## config.mk

```make
export PLATFORM = sky130hd
export DESIGN_NAME = error_code_blink_sequencer_core
export DESIGN_NICKNAME = d
export VERILOG_FILES = /design/src/rtl/core/ecbs_pkg.sv /design/src/rtl/core/error_code_blink_sequencer_core.sv
export SDC_FILE = /design/constraint.sdc
export NUM_CORES = 1
export LEC_CHECK = 0
export BUFFER_PORTS_ARGS = -buffer_cell sky130_fd_sc_hd__buf_2
export CAP_MARGIN = 20
export CORE_ASPECT_RATIO = 1.1
export CORE_UTILIZATION = 40
export CTS_CLUSTER_DIAMETER = 40
export DETAILED_ROUTE_END_ITERATION = 8
export GPL_TIMING_DRIVEN = 0
export PLACE_DENSITY = 0.66
export SYNTH_ARGS = -nofsm -noshare
export SYNTH_HDL_FRONTEND = slang
export SYNTH_SLANG_ARGS = --single-unit
```

## constraint.sdc

```tcl
create_clock -name clk -period 2.46 [get_ports clk]
set_input_delay 0 -clock clk [delete_from_list [all_inputs] [get_ports clk]]
set_output_delay 0 -clock clk [all_outputs]
set_load 0.02 [all_outputs]
```

## src/rtl/core/ecbs_pkg.sv

```systemverilog
`timescale 1ns / 1ps
// ----------------------------------------------------------------------------
// Error code blink sequencer package
// Shared types and fixed constants for the blink code generator.
// ----------------------------------------------------------------------------
package ecbs_pkg;

    localparam int TICKS_W = 16;
    localparam int COUNT_W = 4;
    localparam int CODE_W  = 8;
    localparam int OP_W    = 2;
    localparam int CFG_IDX_W = 2;

    // Operation codes carried on the input tuser.
    localparam logic [OP_W-1:0] OP_TICK    = 2'd0;
    localparam logic [OP_W-1:0] OP_ONCE    = 2'd1;
    localparam logic [OP_W-1:0] OP_FOREVER = 2'd2;

    // Configuration register indexes.
    localparam logic [CFG_IDX_W-1:0] CFG_BLINK_TICKS     = 2'd0;
    localparam logic [CFG_IDX_W-1:0] CFG_SHORT_GAP_TICKS = 2'd1;
    localparam logic [CFG_IDX_W-1:0] CFG_LONG_GAP_TICKS  = 2'd2;

    // Register values after reset.
    localparam logic [TICKS_W-1:0] RST_BLINK_TICKS     = 16'd150;
    localparam logic [TICKS_W-1:0] RST_SHORT_GAP_TICKS = 16'd500;
    localparam logic [TICKS_W-1:0] RST_LONG_GAP_TICKS  = 16'd1150;

    typedef struct packed {
        logic pattern_done;
        logic busy_res;
        logic led_on;
    } result_t;

endpackage

```

## src/rtl/core/error_code_blink_sequencer_core.sv

```systemverilog
`timescale 1ns / 1ps
// ----------------------------------------------------------------------------
// Error code blink sequencer core
// Drives an error LED with a two-group blink code, one result per item.
// ----------------------------------------------------------------------------
// Usage:
//   Input stream (s_*): tuser carries the operation (tick, start once, start
//   forever), tdata the 8-bit code. The upper nibble sets the blink count of
//   the first group, the lower nibble that of the second. Each tick transfer
//   advances the pattern by one tick; a start restarts it at once.
//   Output stream (m_*): one transfer per input transfer with the LED level,
//   the busy flag and the once-mode completion flag after that item.
//   Configuration channel (cfg_*): always ready; writes blink, short gap and
//   long gap durations in ticks. Write only while the block is idle.
// Timing:
//   Results are registered. One item is accepted per cycle while s_tready
//   is high; the next state comes from one decrement-and-compare on the
//   tick counter plus the phase decode.
//   A two-entry output stage (result register plus skid register) lets an
//   input transfer complete while a result waits; s_tready falls only when
//   both entries hold results during an output stall.
// Reset:
//   rst_n clears the pattern (LED off, idle) and loads the default durations
//   150, 500 and 1150 ticks. No clearing pass is needed.
// ----------------------------------------------------------------------------
module error_code_blink_sequencer_core
    import ecbs_pkg::*;
(
    input  logic                 clk,
    input  logic                 rst_n,
    input  logic                 s_tvalid,
    output logic                 s_tready,
    input  logic [CODE_W-1:0]    s_tdata,   // [7:0] code
    input  logic [OP_W-1:0]      s_tuser,   // [1:0] operation
    output logic                 m_tvalid,
    input  logic                 m_tready,
    output logic [7:0]           m_tdata,   // [0] led_on, [1] busy_res,
                                            // [2] pattern_done, [7:3] zero
    input  logic                 cfg_valid,
    output logic                 cfg_ready,
    input  logic [CFG_IDX_W-1:0] cfg_index,
    input  logic [TICKS_W-1:0]   cfg_data
);

    typedef enum logic [2:0] {
        PH_IDLE   = 3'd0,
        PH_G1_ON  = 3'd1,
        PH_G1_OFF = 3'd2,
        PH_SHORT  = 3'd3,
        PH_G2_ON  = 3'd4,
        PH_G2_OFF = 3'd5,
        PH_LONG   = 3'd6
    } phase_t;

    logic [TICKS_W-1:0] blink_ticks_reg;
    logic [TICKS_W-1:0] short_gap_ticks_reg;
    logic [TICKS_W-1:0] long_gap_ticks_reg;

    phase_t             phase_reg, phase_next;
    logic [TICKS_W-1:0] ticks_left_reg, ticks_left_next;
    logic [COUNT_W-1:0] blinks_left_reg, blinks_left_next;
    logic [COUNT_W-1:0] first_count_reg, first_count_next;
    logic [COUNT_W-1:0] second_count_reg, second_count_next;
    logic               repeat_mode_reg, repeat_mode_next;
    logic               led_reg, led_next;
    logic               done_next;

    logic    out_valid_reg, skid_valid_reg;
    result_t out_data_reg, skid_data_reg;
    result_t result_next;

    logic               in_fire, out_pop;
    logic [TICKS_W-1:0] blink_eff, short_eff, long_eff;
    logic [COUNT_W-1:0] blinks_dec;

    assign cfg_ready = 1'b1;
    assign s_tready  = !skid_valid_reg;
    assign in_fire   = s_tvalid && s_tready;
    assign out_pop   = out_valid_reg && m_tready;
    assign m_tvalid  = out_valid_reg;
    assign m_tdata   = {5'b0, out_data_reg.pattern_done, out_data_reg.busy_res,
                        out_data_reg.led_on};

    // A zero duration counts as one tick.
    assign blink_eff  = (blink_ticks_reg == '0) ? TICKS_W'(1) : blink_ticks_reg;
    assign short_eff  = (short_gap_ticks_reg == '0) ? TICKS_W'(1) : short_gap_ticks_reg;
    assign long_eff   = (long_gap_ticks_reg == '0) ? TICKS_W'(1) : long_gap_ticks_reg;
    assign blinks_dec = blinks_left_reg - COUNT_W'(1);

    always_comb
    begin
        phase_next        = phase_reg;
        ticks_left_next   = ticks_left_reg;
        blinks_left_next  = blinks_left_reg;
        first_count_next  = first_count_reg;
        second_count_next = second_count_reg;
        repeat_mode_next  = repeat_mode_reg;
        led_next          = led_reg;
        done_next         = 1'b0;

        case (s_tuser)
            OP_ONCE, OP_FOREVER:
            begin
                first_count_next  = s_tdata[7:4];
                second_count_next = s_tdata[3:0];
                repeat_mode_next  = (s_tuser == OP_FOREVER);
                if (s_tdata[7:4] != '0)
                begin
                    phase_next       = PH_G1_ON;
                    led_next         = 1'b1;
                    blinks_left_next = s_tdata[7:4];
                    ticks_left_next  = blink_eff;
                end
                else
                begin
                    phase_next      = PH_SHORT;
                    led_next        = 1'b0;
                    ticks_left_next = short_eff;
                end
            end
            OP_TICK:
            begin
                if (phase_reg != PH_IDLE && ticks_left_reg > TICKS_W'(1))
                begin
                    ticks_left_next = ticks_left_reg - TICKS_W'(1);
                end
                else if (phase_reg != PH_IDLE)
                begin
                    ticks_left_next = '0;
                    case (phase_reg)
                        PH_G1_ON, PH_G2_ON:
                        begin
                            phase_next      = (phase_reg == PH_G1_ON) ? PH_G1_OFF
                                                                       : PH_G2_OFF;
                            led_next        = 1'b0;
                            ticks_left_next = blink_eff;
                        end
                        PH_G1_OFF:
                        begin
                            blinks_left_next = blinks_dec;
                            if (blinks_dec != '0)
                            begin
                                phase_next      = PH_G1_ON;
                                led_next        = 1'b1;
                                ticks_left_next = blink_eff;
                            end
                            else
                            begin
                                phase_next      = PH_SHORT;
                                led_next        = 1'b0;
                                ticks_left_next = short_eff;
                            end
                        end
                        PH_SHORT:
                        begin
                            if (second_count_reg != '0)
                            begin
                                phase_next       = PH_G2_ON;
                                led_next         = 1'b1;
                                blinks_left_next = second_count_reg;
                                ticks_left_next  = blink_eff;
                            end
                            else
                            begin
                                phase_next      = PH_LONG;
                                led_next        = 1'b0;
                                ticks_left_next = long_eff;
                            end
                        end
                        PH_G2_OFF:
                        begin
                            blinks_left_next = blinks_dec;
                            if (blinks_dec != '0)
                            begin
                                phase_next      = PH_G2_ON;
                                led_next        = 1'b1;
                                ticks_left_next = blink_eff;
                            end
                            else
                            begin
                                phase_next      = PH_LONG;
                                led_next        = 1'b0;
                                ticks_left_next = long_eff;
                            end
                        end
                        PH_LONG:
                        begin
                            if (repeat_mode_reg)
                            begin
                                if (first_count_reg != '0)
                                begin
                                    phase_next       = PH_G1_ON;
                                    led_next         = 1'b1;
                                    blinks_left_next = first_count_reg;
                                    ticks_left_next  = blink_eff;
                                end
                                else
                                begin
                                    phase_next      = PH_SHORT;
                                    led_next        = 1'b0;
                                    ticks_left_next = short_eff;
                                end
                            end
                            else
                            begin
                                phase_next       = PH_IDLE;
                                led_next         = 1'b0;
                                blinks_left_next = '0;
                                done_next        = 1'b1;
                            end
                        end
                        default:
                        begin
                            // Unused phase code falls back to idle.
                            phase_next = PH_IDLE;
                            led_next   = 1'b0;
                        end
                    endcase
                end
            end
            default:
            begin
                // The unused operation leaves the pattern untouched.
            end
        endcase

        result_next.led_on       = led_next;
        result_next.busy_res     = (phase_next != PH_IDLE);
        result_next.pattern_done = done_next;
    end

    always_ff @(posedge clk or negedge rst_n)
    begin
        if (!rst_n)
        begin
            blink_ticks_reg     <= RST_BLINK_TICKS;
            short_gap_ticks_reg <= RST_SHORT_GAP_TICKS;
            long_gap_ticks_reg  <= RST_LONG_GAP_TICKS;
            phase_reg           <= PH_IDLE;
            ticks_left_reg      <= '0;
            blinks_left_reg     <= '0;
            first_count_reg     <= '0;
            second_count_reg    <= '0;
            repeat_mode_reg     <= 1'b0;
            led_reg             <= 1'b0;
            out_valid_reg       <= 1'b0;
            skid_valid_reg      <= 1'b0;
            out_data_reg        <= '0;
            skid_data_reg       <= '0;
        end
        else
        begin
            if (cfg_valid)
            begin
                case (cfg_index)
                    CFG_BLINK_TICKS:     blink_ticks_reg     <= cfg_data;
                    CFG_SHORT_GAP_TICKS: short_gap_ticks_reg <= cfg_data;
                    CFG_LONG_GAP_TICKS:  long_gap_ticks_reg  <= cfg_data;
                    default:
                    begin
                    end
                endcase
            end

            if (in_fire)
            begin
                phase_reg        <= phase_next;
                ticks_left_reg   <= ticks_left_next;
                blinks_left_reg  <= blinks_left_next;
                first_count_reg  <= first_count_next;
                second_count_reg <= second_count_next;
                repeat_mode_reg  <= repeat_mode_next;
                led_reg          <= led_next;
            end

            // The result register drains first; the skid register catches a
            // transfer that arrives while the result register is stalled.
            if (!out_valid_reg || out_pop)
            begin
                if (skid_valid_reg)
                begin
                    out_valid_reg  <= 1'b1;
                    out_data_reg   <= skid_data_reg;
                    skid_valid_reg <= 1'b0;
                end
                else
                begin
                    out_valid_reg <= in_fire;
                    out_data_reg  <= result_next;
                end
            end
            else if (in_fire)
            begin
                skid_valid_reg <= 1'b1;
                skid_data_reg  <= result_next;
            end
        end
    end

    a_skid_implies_out: assert property (@(posedge clk) disable iff (!rst_n)
        skid_valid_reg |-> out_valid_reg)
        else $error("skid register holds a result while the output is empty");

    a_led_implies_active: assert property (@(posedge clk) disable iff (!rst_n)
        led_reg |-> (phase_reg == PH_G1_ON || phase_reg == PH_G2_ON))
        else $error("LED lit outside an on phase");

    a_done_not_busy: assert property (@(posedge clk) disable iff (!rst_n)
        (out_valid_reg && out_data_reg.pattern_done) |-> !out_data_reg.busy_res)
        else $error("pattern finished while still reported busy");

    a_idle_tick_holds: assert property (@(posedge clk) disable iff (!rst_n)
        (in_fire && s_tuser == OP_TICK && phase_reg == PH_IDLE)
        |=> (phase_reg == PH_IDLE && !led_reg))
        else $error("tick left the idle phase");

    a_stall_holds_result: assert property (@(posedge clk) disable iff (!rst_n)
        (out_valid_reg && !m_tready) |=> (out_valid_reg && $stable(out_data_reg)))
        else $error("stalled result changed");

endmodule

```

# After elaboration in Yosys (flattened, before gate mapping)
# Cells that the tools add are included.
[totals] input_bits=33 word_cells=118 ff_bits=89 output_inout_bits=11
[op_classes] mux=50 n_addsub=2 n_reduce_logical=29 magnitude_cmp=1 eq_ne=17 n_bitwise=1
[op_table] cell="16-bit two-way mux" count=11
[op_table] cell="16-bit one-hot mux with 5 select lines" count=1
[op_table] cell="16-bit zero test" count=3
[op_table] cell="16-bit one-hot mux with 2 select lines" count=1
[op_table] cell="4-bit two-way mux" count=6
[op_table] cell="16-bit by 1-bit greater-than comparator with 1-bit output (second input constant)" count=1
[op_table] cell="4-bit nonzero test" count=4
[op_table] cell="16-bit by 1-bit subtractor with 16-bit output (second input constant)" count=1
[op_table] cell="1-bit two-way mux" count=15
[op_table] cell="3-bit two-way mux" count=5
[op_table] cell="3-bit one-hot mux with 5 select lines" count=1
[op_table] cell="4-bit one-hot mux with 3 select lines" count=1
[op_table] cell="2-bit two-way mux" count=5
[op_table] cell="2-bit AND reduction" count=5
[op_table] cell="3-bit == test (second input constant)" count=3
[op_table] cell="4-bit one-hot mux with 2 select lines" count=1
[op_table] cell="8-bit AND reduction" count=1
[op_table] cell="3-bit by 2-bit == test with 1-bit output (second input constant)" count=2
[op_table] cell="2-bit inequality test (second input constant)" count=3
[op_table] cell="3-bit inequality test (second input constant)" count=2
[op_table] cell="3-bit one-hot mux with 2 select lines" count=1
[op_table] cell="3-bit nonzero test" count=2
[op_table] cell="2-bit OR reduction" count=3
[op_table] cell="2-bit by 1-bit == test with 1-bit output (second input constant)" count=2
[op_table] cell="other kinds (14)" count=20

# Depth between registers and ports, before layout
# Gate-level depths: netlist of run 1.
[logic_depth] depth_word=9 depth_mapped=9 ltp_nobuf=8

# Worst setup path after synthesis of run 1
# No wires, ideal clock.
[synth_timing] kind="reg-to-reg" start="reg ticks_left_reg[6]" end="reg out_data_reg (netlist bit m_tdata[1])" slack_ns=0.122 synth_period_minus_slack_ns=2.338 setup_time_ns=0.077 stages_incl_launch_ff=9 t_arrival_ns=2.260 path_cell_list="dfrtp_1 -> or4_1 -> buf_2 -> or3_1 -> buf_6 -> o31a_1 -> o311ai_1 -> nor4_1 -> a21oi_1"
[synth_between] elab_chain_len=6
[synth_rtl] element="start: declaration" line_no="error_code_blink_sequencer_core.sv:60" rtl="logic [TICKS_W-1:0] ticks_left_reg, ticks_left_next;"
[synth_rtl] element="start signal: assignment" line_no="error_code_blink_sequencer_core.sv:268" rtl="ticks_left_reg <= ticks_left_next;"
[synth_rtl] element="16-bit by 1-bit greater-than comparator with 1-bit output" line_no="error_code_blink_sequencer_core.sv:123" rtl="if (phase_reg != PH_IDLE && ticks_left_reg > TICKS_W'(1))"
[synth_rtl] element="1-bit logical AND" line_no="error_code_blink_sequencer_core.sv:123"
[synth_rtl] element="3-bit two-way mux" line_no="error_code_blink_sequencer_core.sv:123"
[synth_rtl] element="3-bit one-hot mux with 2 select lines" line_no="error_code_blink_sequencer_core.sv:101" rtl="case (s_tuser)"
[synth_rtl] element="3-bit nonzero test" line_no="error_code_blink_sequencer_core.sv:228" rtl="result_next.busy_res = (phase_next != PH_IDLE);"
[synth_rtl] element="3-bit two-way mux" line_no="error_code_blink_sequencer_core.sv:280" rtl="if (skid_valid_reg)"
[synth_rtl] element="end signal: assignment" line_no="error_code_blink_sequencer_core.sv:283" rtl="out_data_reg <= skid_data_reg;"
[synth_rtl] element="end signal: assignment" line_no="error_code_blink_sequencer_core.sv:289" rtl="out_data_reg <= result_next;"
[synth_rtl] element="end: declaration" line_no="error_code_blink_sequencer_core.sv:69" rtl="result_t out_data_reg, skid_data_reg;"
# No other way between the ends.
# A chain may end at the register's enable or synchronous reset.

# Final worst setup path of run 1
# Same ends and word-level chain as after synthesis.

==> flow_summary.yaml, run 1 <==
grt:
  antenna_found_initial: 0
  first_global_vias: 4651
  grt_use_total_pct: 21.80
  grt_max_degree: 63
  grt-ovfl-total: 0
  grt_pass1_wl_mm: 23.35
synthesis:
  synth_area_leader_cell: "dfrtp_1"
  yosys_register_bits: 89
  synth.top_cells.by_area: "dfrtp_1 (34%), mux2_2 (13%), dfstp_2 (8.5%), o21ai_0 (3.7%), mux2i_1 (3.2%)"
  syn_area_per_cell_sq_um: 10.02
  async_flop_share_pct: 100.0
  synthCells: 524
  syn_area_sq_um: 5250
  ys_seq_area_share_pct: 42.83
  synth_edf_count: 0
  yosys_most_used_dff: "dfrtp_1"
  synthDistinctLibCells: 62
  yosys_warnings: 0
  post-synth-top-area-fraction_pct: 34.32
hold_path:
  min_to: "repeat_mode_reg"
  min_from: "s_tuser[1]"
  holdPathStages: 3
  hold_class: "input port to flip-flop"
timing:
  setup_violations: 0
  final_max_slew_viol_count: 0
  timing.hold.ws_ns: 0.08127
  fmax_mhz: 413.7
  min_period_over_period_pct: 98.25
  relSlewSlack_pct: 23.77
  rsz0062_at_grt: "yes"
  setup_ws_ns: 0.04297
  skew_ns: 0.006090
  hold_viol: 0
  min_period_ns: 2.417
  tightestPinTransition_ns: 1.141
critical_path:
  r2r-end: "m_tdata[1]"
  reg2reg_from: "ticks_left_reg[6]"
  cp.required_ns: 2.72
  crit_path_start_kind: "flip-flop"
  r2r_cells: 8
  timing.critical_path.fanout_max: 8
  worstPathArrival_ns: 2.68
  r2r_slack_ns: 0.04
  critPathCaptureType: "flip-flop"
  critPathKind: "flip-flop to flip-flop"
placement:
  dp_slack_ns: -0.5467
  dpl_cell_area_sq_um: 5677
  port_buffers: 37
  dp_hpwl_mm: 10.34
  place_congestion: 0.8976
clocking:
  clockRootBuffer: "clkbuf_16"
  cts_buffer_depth: 2
  clk_latency_ns: 0.34
  numCtsBuffers: 9
  clock_sinks: 89
  cts_htree_levels: 3
  path_clk_slew_ns: 0.06
  cts_tree: "done"
die:
  rows: 43
  io_pins: 44
  die_w_um: 111.2
  initial_core_util_pct: 41.35
  die_area_sq_um: 13590
  fp.coreArea_sq_um: 12700
  die_h_um: 122.2
cells_and_area:
  multiInputGateArea_sq_um: 3029
  layout.nets: 660
  n_antenna_cell: 0
  fillers: 1136
  fin_util_pct: 52.08
  layout-drive-gt1-share_pct: 32.64
  seq_area_sq_um: 2252
  stdcell_area_sq_um: 6613
  areaGrowthSynthToFinish_pct: 25.95
route:
  ant_nets: 0
  via_per_inst: 6.013
  vias: 4702
  avgRoutedWirePerCell_um: 18.64
  drtIter0Drc: 355
  wirelength_mm: 14.58
  drt_first_pass_iters: 7
  drc_errors: 4
run:
  max_cap_viol_count: 0
outcome:
  violations: "design-rule violations"
  status: "finished, violations left"
power:
  power.leakage_nw: 2.613
  vdd_drop_max_mv: 0.5674
  power_density_nw_per_um2: 765.2
-- power by group --
group | total, mW | internal (mW) | switching [mW]
sequential | 2.18 | 1.82 | 0.361
combinational | 1.50 | 0.707 | 0.791
clock | 1.38 | 0.815 | 0.563
-- cell type report --
cell class	instances	share of cell area, %
Clock buffer	14	4.333
Clock inverter	2	0.2649
Inverter	11	0.6244
Sequential cell	89	34.06
Timing Repair Buffer	83	9.309
Buffer	31	2.630
Tap cell	157	2.971
Multi-Input combinational cell	395	45.81
-- placed cells by master (no fill, tap or decap), types with 5 or more instances in the layout --
cell	count
a22oi_1	6
dfrtp_1	69
nor2_1	34
o21ai_0	35
a21oi_1	22
or3_1	5
nand2b_1	5
ha_1	5
a222oi_1	16
dfstp_2	17
nand2_1	32
clkbuf_1	18
nor4_1	15
dlygate4sd3_1	27
mux2_2	62
clkbuf_16	11
o22ai_1	5
mux2i_1	17
buf_2	39
o211ai_1	5
nor3_1	13
conb_1	6
buf_4	24
inv_1	9
a21o_1	9
-- critical path, cell delays in order (launching register included) --
cell and delay [ns]:
dfrtp_1 0.38, or4_4 0.53, buf_6 0.15, or3_4 0.33, buf_6 0.14, o31a_1 0.27
o311ai_4 0.33, nor4_2 0.06, a21oi_1 0.13
-- what timing repair did --
| action | in CTS | in global routing |
|---|---|---|
| setup endpoints to repair | 24 | 23 |
| hold buffers | 27 | 0 |
| hold endpoints to repair | 132 | 0 |
| gates resized for setup | 24 | 41 |
| pin swaps | 4 | 15 |
| buffers inserted | 3 | 13 |
| cloned | 0 | 2 |
-- worst max path at each step --
stage | startpoint | endpoint | slack (ns) | cells after the start
CTS | blinks_left_reg[0] | ticks_left_reg[14] | -0.02 | 9
floorplan | ticks_left_reg[6] | m_tdata[1] | 0.12 | 8
global placement | blinks_left_reg[0] | ticks_left_reg[14] | -0.52 | 9
detailed placement | blinks_left_reg[0] | ticks_left_reg[15] | -0.55 | 9
global route | ticks_left_reg[6] | m_tdata[1] | -0.05 | 8
finish | ticks_left_reg[6] | m_tdata[1] | 0.04 | 8
-- synth_stat cells, drive strengths merged (11+ instances only) --
cell type and number:
mux2 62, nor3 15, mux2i 17, nor2 36, dfstp 17, a21oi 23
o21ai 39, clkbuf 22, dfrtp 72, buf 11, nor4 20, a222oi 16
nand2 33
-- through the flow --
stage | power [mW] | TNS (ns) | cells
2_1_floorplan | 2.995 | 0 | 528
3_3_place_gp | 3.346 | -7.427 | 722
3_5_place_dp | 3.418 | -7.971 | 723
4_1_cts | 4.909 | -0.02325 | 768
5_1_grt | 5.322 | -0.07405 | 782
6_report | 5.060 | 0 | 782
-- metal layers --
| metal | vias to the layer above | track usage [%] | routed length (um) |
|---|---|---|---|
| li1 | 2191 | - | - |
| met1 | 2274 | 26.99 | 6190 |
| met2 | 197 | 36.60 | 7032 |
| met3 | 40 | 5.025 | 870 |
| met4 | 0 | 9.375 | 486 |
| met5 | - | 0 | 0 |
-- kinds of logic after synthesis --
logic type | after synthesis | synth area share (%)
AOI/OAI and AO/OA | 147 | 19.59
adders and majority gates | 7 | 1.668
xor gates and xnor gates | 3 | 0.5006
other | 2 | 0.1430
muxes | 79 | 16.54
buffers and inverters | 44 | 3.789
DFF | 89 | 42.83
and+or+nand+nor | 153 | 14.94
Note: power is estimated with default switching activity, not from simulation.
==> run 2: changes to the inputs <==
==> constraint.sdc (replaced) <==
create_clock -name clk -period 2 [get_ports clk]
set_input_delay 0 -clock clk [delete_from_list [all_inputs] [get_ports clk]]
set_output_delay 0 -clock clk [all_outputs]
set_load 0.02 [all_outputs]
==> run 2 against run 1 <==
The run ends with design-rule violations, negative setup slack left. Worst hold slack got worse by 0.036 ns. Via count increased by 5.3%. Sequential share of layout area shrank 2.7 points. Critical endpoint is now ticks_left_reg[2]. Maximum frequency up 1.4%.
==> flow_summary.yaml, run 2 (synthesis gave the netlist of run 1 again) <==
route:
  wl_met2_mm: 7.959
  ant_nets: 0
  met1_length_mm: 6.402
  met3_length_mm: 1.084
  avgRoutedWirePerCell_um: 19.88
  drtIter0Drc: 459
  drt_first_pass_iters: 9
  drc_errors: 8
  top_layer: "met4"
  wirelength_mm: 16.09
  via_per_inst: 6.120
  vias: 4951
placement:
  dp_hpwl_mm: 10.32
  dpl_cell_area_sq_um: 5736
  placed_cells: 724
  place_congestion: 0.9229
  port_buffers: 37
clocking:
  clockRootBuffer: "clkbuf_16"
  numCtsBuffers: 9
  cts_htree_levels: 3
  cts_buffer_depth: 2
  path_clk_slew_ns: 0.07
  cts_tree: "done"
  clk_latency_ns: 0.36
  clock_sinks: 89
die:
  die_h_um: 122.2
  io_pins: 44
  rows: 43
  initial_core_util_pct: 41.35
  die_area_sq_um: 13590
  fp.coreArea_sq_um: 12700
  die_w_um: 111.2
critical_path:
  critPathKind: "flip-flop to flip-flop"
  timing.critical_path.fanout_max: 5
  critPathCaptureType: "flip-flop"
  crit_end: "ticks_left_reg[2]"
  r2r_slack_ns: -0.38
  reg2reg_from: "ticks_left_reg[4]"
  worstPathArrival_ns: 2.62
  crit_top_cell: "buf_6"
  cp_num_cells: 9
  cp_num_buf_inv: 3
  cp.required_ns: 2.24
  crit_path_start_kind: "flip-flop"
  r2r_cells: 9
  startpoint: "ticks_left_reg[4]"
  path_cells: "or4_4 -> buf_6 -> buf_6 -> nor3_4 -> a211o_4 -> buf_8 -> o32ai_2 -> a22oi_1 -> o21ai_1"
  r2r-end: "ticks_left_reg[2]"
  slowest_stage: "or4_4"
  critPathMaxStageDelay_ns: 0.58
  crit_family: "simple AND/OR/NAND/NOR gates"
power:
  vdd_drop_max_mv: 0.8639
  power_density_nw_per_um2: 958.9
  power.leakage_nw: 2.833
grt:
  antenna_found_initial: 0
  grt_use_total_pct: 24.51
  grt-ovfl-total: 0
  grt_pass1_wl_mm: 25.68
  first_global_vias: 5025
  grt_max_degree: 63
timing:
  rsz0062_at_grt: "yes"
  hold_viol: 0
  fmax_mhz: 419.6
  setup_ws_ns: -0.3831
  final_max_slew_viol_count: 0
  setup_violations: 30
  skew_ns: 0.008556
  relSlewSlack_pct: 44.29
  tightestPinTransition_ns: 0.8356
  min_period_ns: 2.383
  min_period_over_period_pct: 119.2
run:
  max_cap_viol_count: 0
cells_and_area:
  layout_common_cells: "dfrtp_1 (68), mux2_2 (61), buf_4 (41), buf_2 (38), nor2_1 (32)"
  fillers: 1063
  areaGrowthSynthToFinish_pct: 36.84
  final_cells: 809
  stdcell_area_sq_um: 7184
  layout.nets: 687
  n_antenna_cell: 0
  layout-drive-gt1-share_pct: 42.18
  mostFrequentLayoutCell: "dfrtp_1"
hold_path:
  hold_class: "input port to flip-flop"
outcome:
  violations: "design-rule violations, negative setup slack"
  status: "finished, violations left"
run 2: cell types whose count changed in the layout (fill, tap and decap cells not counted), moves of 4 or more:
cell	change
o21ai_1	+14
buf_6	+6
o21ai_0	-21
buf_4	+17
nor4_1	-4
nor4_4	+5
clkbuf_1	-4
o21ai_2	+6
a21oi_2	+4
a21oi_1	-4
run 2: worst min-delay path by stage:
stage          slack, ns          from  cells after the start                  end
4_1_cts             0.05    s_tuser[1]                      3      repeat_mode_reg
2_1_floorplan      -0.30         rst_n                      0   blink_ticks_reg[0]
6_report            0.05  cfg_index[0]                      3  blink_ticks_reg[15]
3_3_place_gp        0.23    s_tdata[0]                      2  second_count_reg[0]
3_5_place_dp       -0.05         rst_n                      1  second_count_reg[0]
5_1_grt             0.05  cfg_index[1]                      3  blink_ticks_reg[15]
run 2: cell type report:
type	count	area (sq um)	area share, %
Multi-Input combinational cell	395	3327	46.31
Timing Repair Buffer	110	857.1	11.93
Inverter	11	41.29	0.5747
Sequential cell	89	2253	31.37
Tap cell	157	196.4	2.734
Buffer	31	206.4	2.874
Clock inverter	6	73.82	1.028
Clock buffer	10	229.0	3.187
run 2: metrics by stage:
| step | util, % | setup TNS [ns] | worst slack [ns] | total power, mW | hold slack (ns) |
|---|---|---|---|---|---|
| after CTS | 55.23 | -7.639 | -0.4070 | 6.640 | 0.05457 |
| after floorplan | - | -2.297 | -0.2387 | 3.728 | -0.2956 |
| after global placement | 44.88 | -16.85 | -0.8370 | 4.164 | 0.2337 |
| final | 56.58 | -8.041 | -0.3831 | 6.889 | 0.04540 |
| after detailed placement | 45.17 | -15.00 | -0.7887 | 4.243 | -0.05052 |
| after global routing | 56.58 | -9.988 | -0.4509 | 7.198 | 0.04606 |
run 2: repair_timing:
action,CTS,global route
setup buffers,34,7
cloned,3,0
endpoints found under the hold margin,132,0
gates resized for setup,113,32
hold buffers,27,0
setup endpoints to repair,29,30
pin swaps,43,24
run 2: worst register-to-register path: stages (launching register included):
cell and delay, ns:
dfrtp_2 0.41, or4_4 0.58, buf_6 0.15, buf_6 0.11, nor3_4 0.22, a211o_4 0.23, buf_8 0.14, o32ai_2 0.08
a22oi_1 0.25, o21ai_1 0.09
run 2: layer usage:
layer	track usage [%]	vias up
met1	29.10	2420
met5	0	-
met3	4.975	49
met4	14.44	0
met2	41.45	230
li1	-	2252
run 2: power breakdown:
group	switching [mW]	internal, mW	leakage, nW	total (mW)
clock network	0.774	0.986	0.142	1.76
registers	0.463	2.24	1.04	2.71
logic	1.23	1.19	1.65	2.42
==> run 3: changes to the inputs <==
--- a/config.mk
+++ b/config.mk
@@ -12,7 +12,7 @@
 export CTS_CLUSTER_DIAMETER = 40
 export DETAILED_ROUTE_END_ITERATION = 8
 export GPL_TIMING_DRIVEN = 0
-export PLACE_DENSITY = 0.66
+export PLACE_DENSITY = 0.64
 export SYNTH_ARGS = -nofsm -noshare
 export SYNTH_HDL_FRONTEND = slang
 export SYNTH_SLANG_ARGS = --single-unit
==> constraint.sdc (replaced) <==
create_clock -name clk -period 2.5 [get_ports clk]
set_input_delay 0.625 -clock clk [delete_from_list [all_inputs] [get_ports clk]]
set_output_delay 0.625 -clock clk [all_outputs]
set_load 0.02 [all_outputs]
==> run 3 against run 2 <==
The flow still finishes with violations (design-rule violations, negative setup slack). Flip-flop and latch count stayed put. Die area is the same. First-iteration DRC count shrank 27%. Clock skew shrank 0.00083 ns. Clock power shrank 27%. Worst hold slack gained 0.14 ns. Total power down 31%. Cell count decreased by 7.8%. Largest power group unchanged. Largest cell class unchanged. Non-clock buffer count down 63. Global-route usage decreased by 3.2 points.
==> flow_summary.yaml, run 3 (synthesis gave the netlist of run 1 again) <==
timing:
  fmax_mhz: 394.3
  relSlewSlack_pct: 54.96
  rsz0062_at_grt: "yes"
  tightestPinTransition_ns: 0.6757
  min_period_ns: 2.536
  setup_ws_ns: -0.03603
  setup_tns_ns: -0.03603
  hold_viol: 0
  timing.hold.ws_ns: 0.1879
  setup_violations: 1
  min_period_over_period_pct: 101.4
  final_max_slew_viol_count: 0
  skew_ns: 0.007727
outcome:
  violations: "design-rule violations, negative setup slack"
  status: "finished, violations left"
critical_path:
  crit_path_start_kind: "flip-flop"
  worstPathArrival_ns: 2.76
  crit_family: "simple AND/OR/NAND/NOR gates"
  critPathKind: "flip-flop to flip-flop"
  critPathMaxStageDelay_ns: 0.51
  cp_num_buf_inv: 2
  path_cells: "or4_1 -> buf_2 -> or3_1 -> buf_6 -> o211ai_1 -> o311ai_4 -> nor4_1 -> a21oi_1"
  slowest_stage: "or4_1"
  timing.critical_path.fanout_max: 9
  cp.required_ns: 2.73
  r2r_slack_ns: -0.04
  critPathCaptureType: "flip-flop"
route:
  avgRoutedWirePerCell_um: 18.84
  drc_errors: 6
  vias: 4523
  ant_nets: 0
  drt_first_pass_iters: 7
  via_per_inst: 6.063
  wirelength_mm: 14.05
  drtIter0Drc: 337
placement:
  place_congestion: 0.9263
  dp_slack_ns: -1.014
  placed_cells: 723
  dpl_cell_area_sq_um: 5677
  dp_hpwl_mm: 10.29
  port_buffers: 37
grt:
  grt-ovfl-total: 0
  antenna_found_initial: 0
  grt_pass1_wl_mm: 22.47
  grt_max_degree: 63
  first_global_vias: 4363
  grt_use_total_pct: 21.36
clocking:
  clockRootBuffer: "clkbuf_16"
  clock_sinks: 89
  path_clk_slew_ns: 0.07
  clk_latency_ns: 0.35
  cts_tree: "done"
  cts_buffer_depth: 2
  hold_buffers: 0
  cts_htree_levels: 3
  numCtsBuffers: 9
die:
  die_w_um: 111.2
  fp.coreArea_sq_um: 12700
  initial_core_util_pct: 41.35
  die_area_sq_um: 13590
  io_pins: 44
  rows: 43
  die_h_um: 122.2
power:
  p_total_mw: 4.766
  power.leakage_nw: 2.455
  vdd_drop_max_mv: 0.5739
  power_density_nw_per_um2: 767.1
cells_and_area:
  areaGrowthSynthToFinish_pct: 18.35
  layout.nets: 624
  layout_common_cells: "dfrtp_1 (70), mux2_2 (62), buf_2 (39), o21ai_0 (35), nor2_1 (34)"
  stdcell_area_sq_um: 6213
  fillers: 1196
  n_antenna_cell: 0
  layout-drive-gt1-share_pct: 32.60
  final_cells: 746
  mostFrequentLayoutCell: "dfrtp_1"
  fin_util_pct: 48.94
hold_path:
  hold_class: "input port to asynchronous set/reset pin"
run:
  max_cap_viol_count: 0
[run 3: changes by cell type in the layout (fill, tap and decap cells not counted), sizes merged]
cell / change
buf: -37
dlygate4sd3: -27
clkbuf: +2
clkinvlp: -2
bufinv: -1
clkinv: +1
inv: +1
[run 3: what timing repair did]
item | 4_1_cts | 5_1_grt
setup buffers | 1 | 6
gates resized for setup | 20 | 38
endpoints found under the hold margin | 0 | 0
setup endpoints to repair | 22 | 25
pin swaps | 3 | 5
[run 3: final timing paths]
check,start,end,depth (start not counted)
max,ticks_left_reg[6],m_tdata[1],8
min,rst_n,second_count_reg[0],1
max reg2reg,ticks_left_reg[6],m_tdata[1],8
min reg2reg,m_tdata[2],m_tdata[2],2
max in group asynchronous,rst_n,short_gap_ticks_reg[8],2
min in group clk,m_tdata[2],m_tdata[2],2
[run 3: metal layers]
metal / routed length, um / global-route usage (%)
met5: 0 / 0
met4: 369 / 8.953
met2: 6730 / 35.27
met3: 859 / 5.821
met1: 6093 / 26.45
[run 3: layout make-up]
| type | count | area, sq um | share of cell area (%) |
|---|---|---|---|
| multi-input cells | 395 | 2999 | 48.27 |
| clock buffers | 11 | 242.7 | 3.907 |
| repair buffers | 46 | 275.3 | 4.430 |
| well taps | 157 | 196.4 | 3.161 |
| inverters | 11 | 41.29 | 0.6645 |
| plain buffers | 32 | 172.7 | 2.779 |
| flip-flops and latches | 89 | 2251 | 36.23 |
| clock inverters | 5 | 35.03 | 0.5638 |
[run 3: worst reg2reg max path: stages, from the launching register on]
cell      delay (ns)
dfrtp_1         0.41
or4_1           0.51
buf_2           0.20
or3_1           0.34
buf_6           0.15
o211ai_1        0.30
o311ai_4        0.18
nor4_1          0.21
a21oi_1         0.11
[run 3: where the power goes]
| group | internal [mW] | switching, mW | total [mW] | leakage [nW] |
|---|---|---|---|---|
| Sequential | 1.79 | 0.351 | 2.14 | 1.05 |
| Clock | 0.708 | 0.583 | 1.29 | 0.141 |
| Combinational | 0.591 | 0.740 | 1.33 | 1.27 |
| Total | 3.09 | 1.67 | 4.77 | 2.46 |
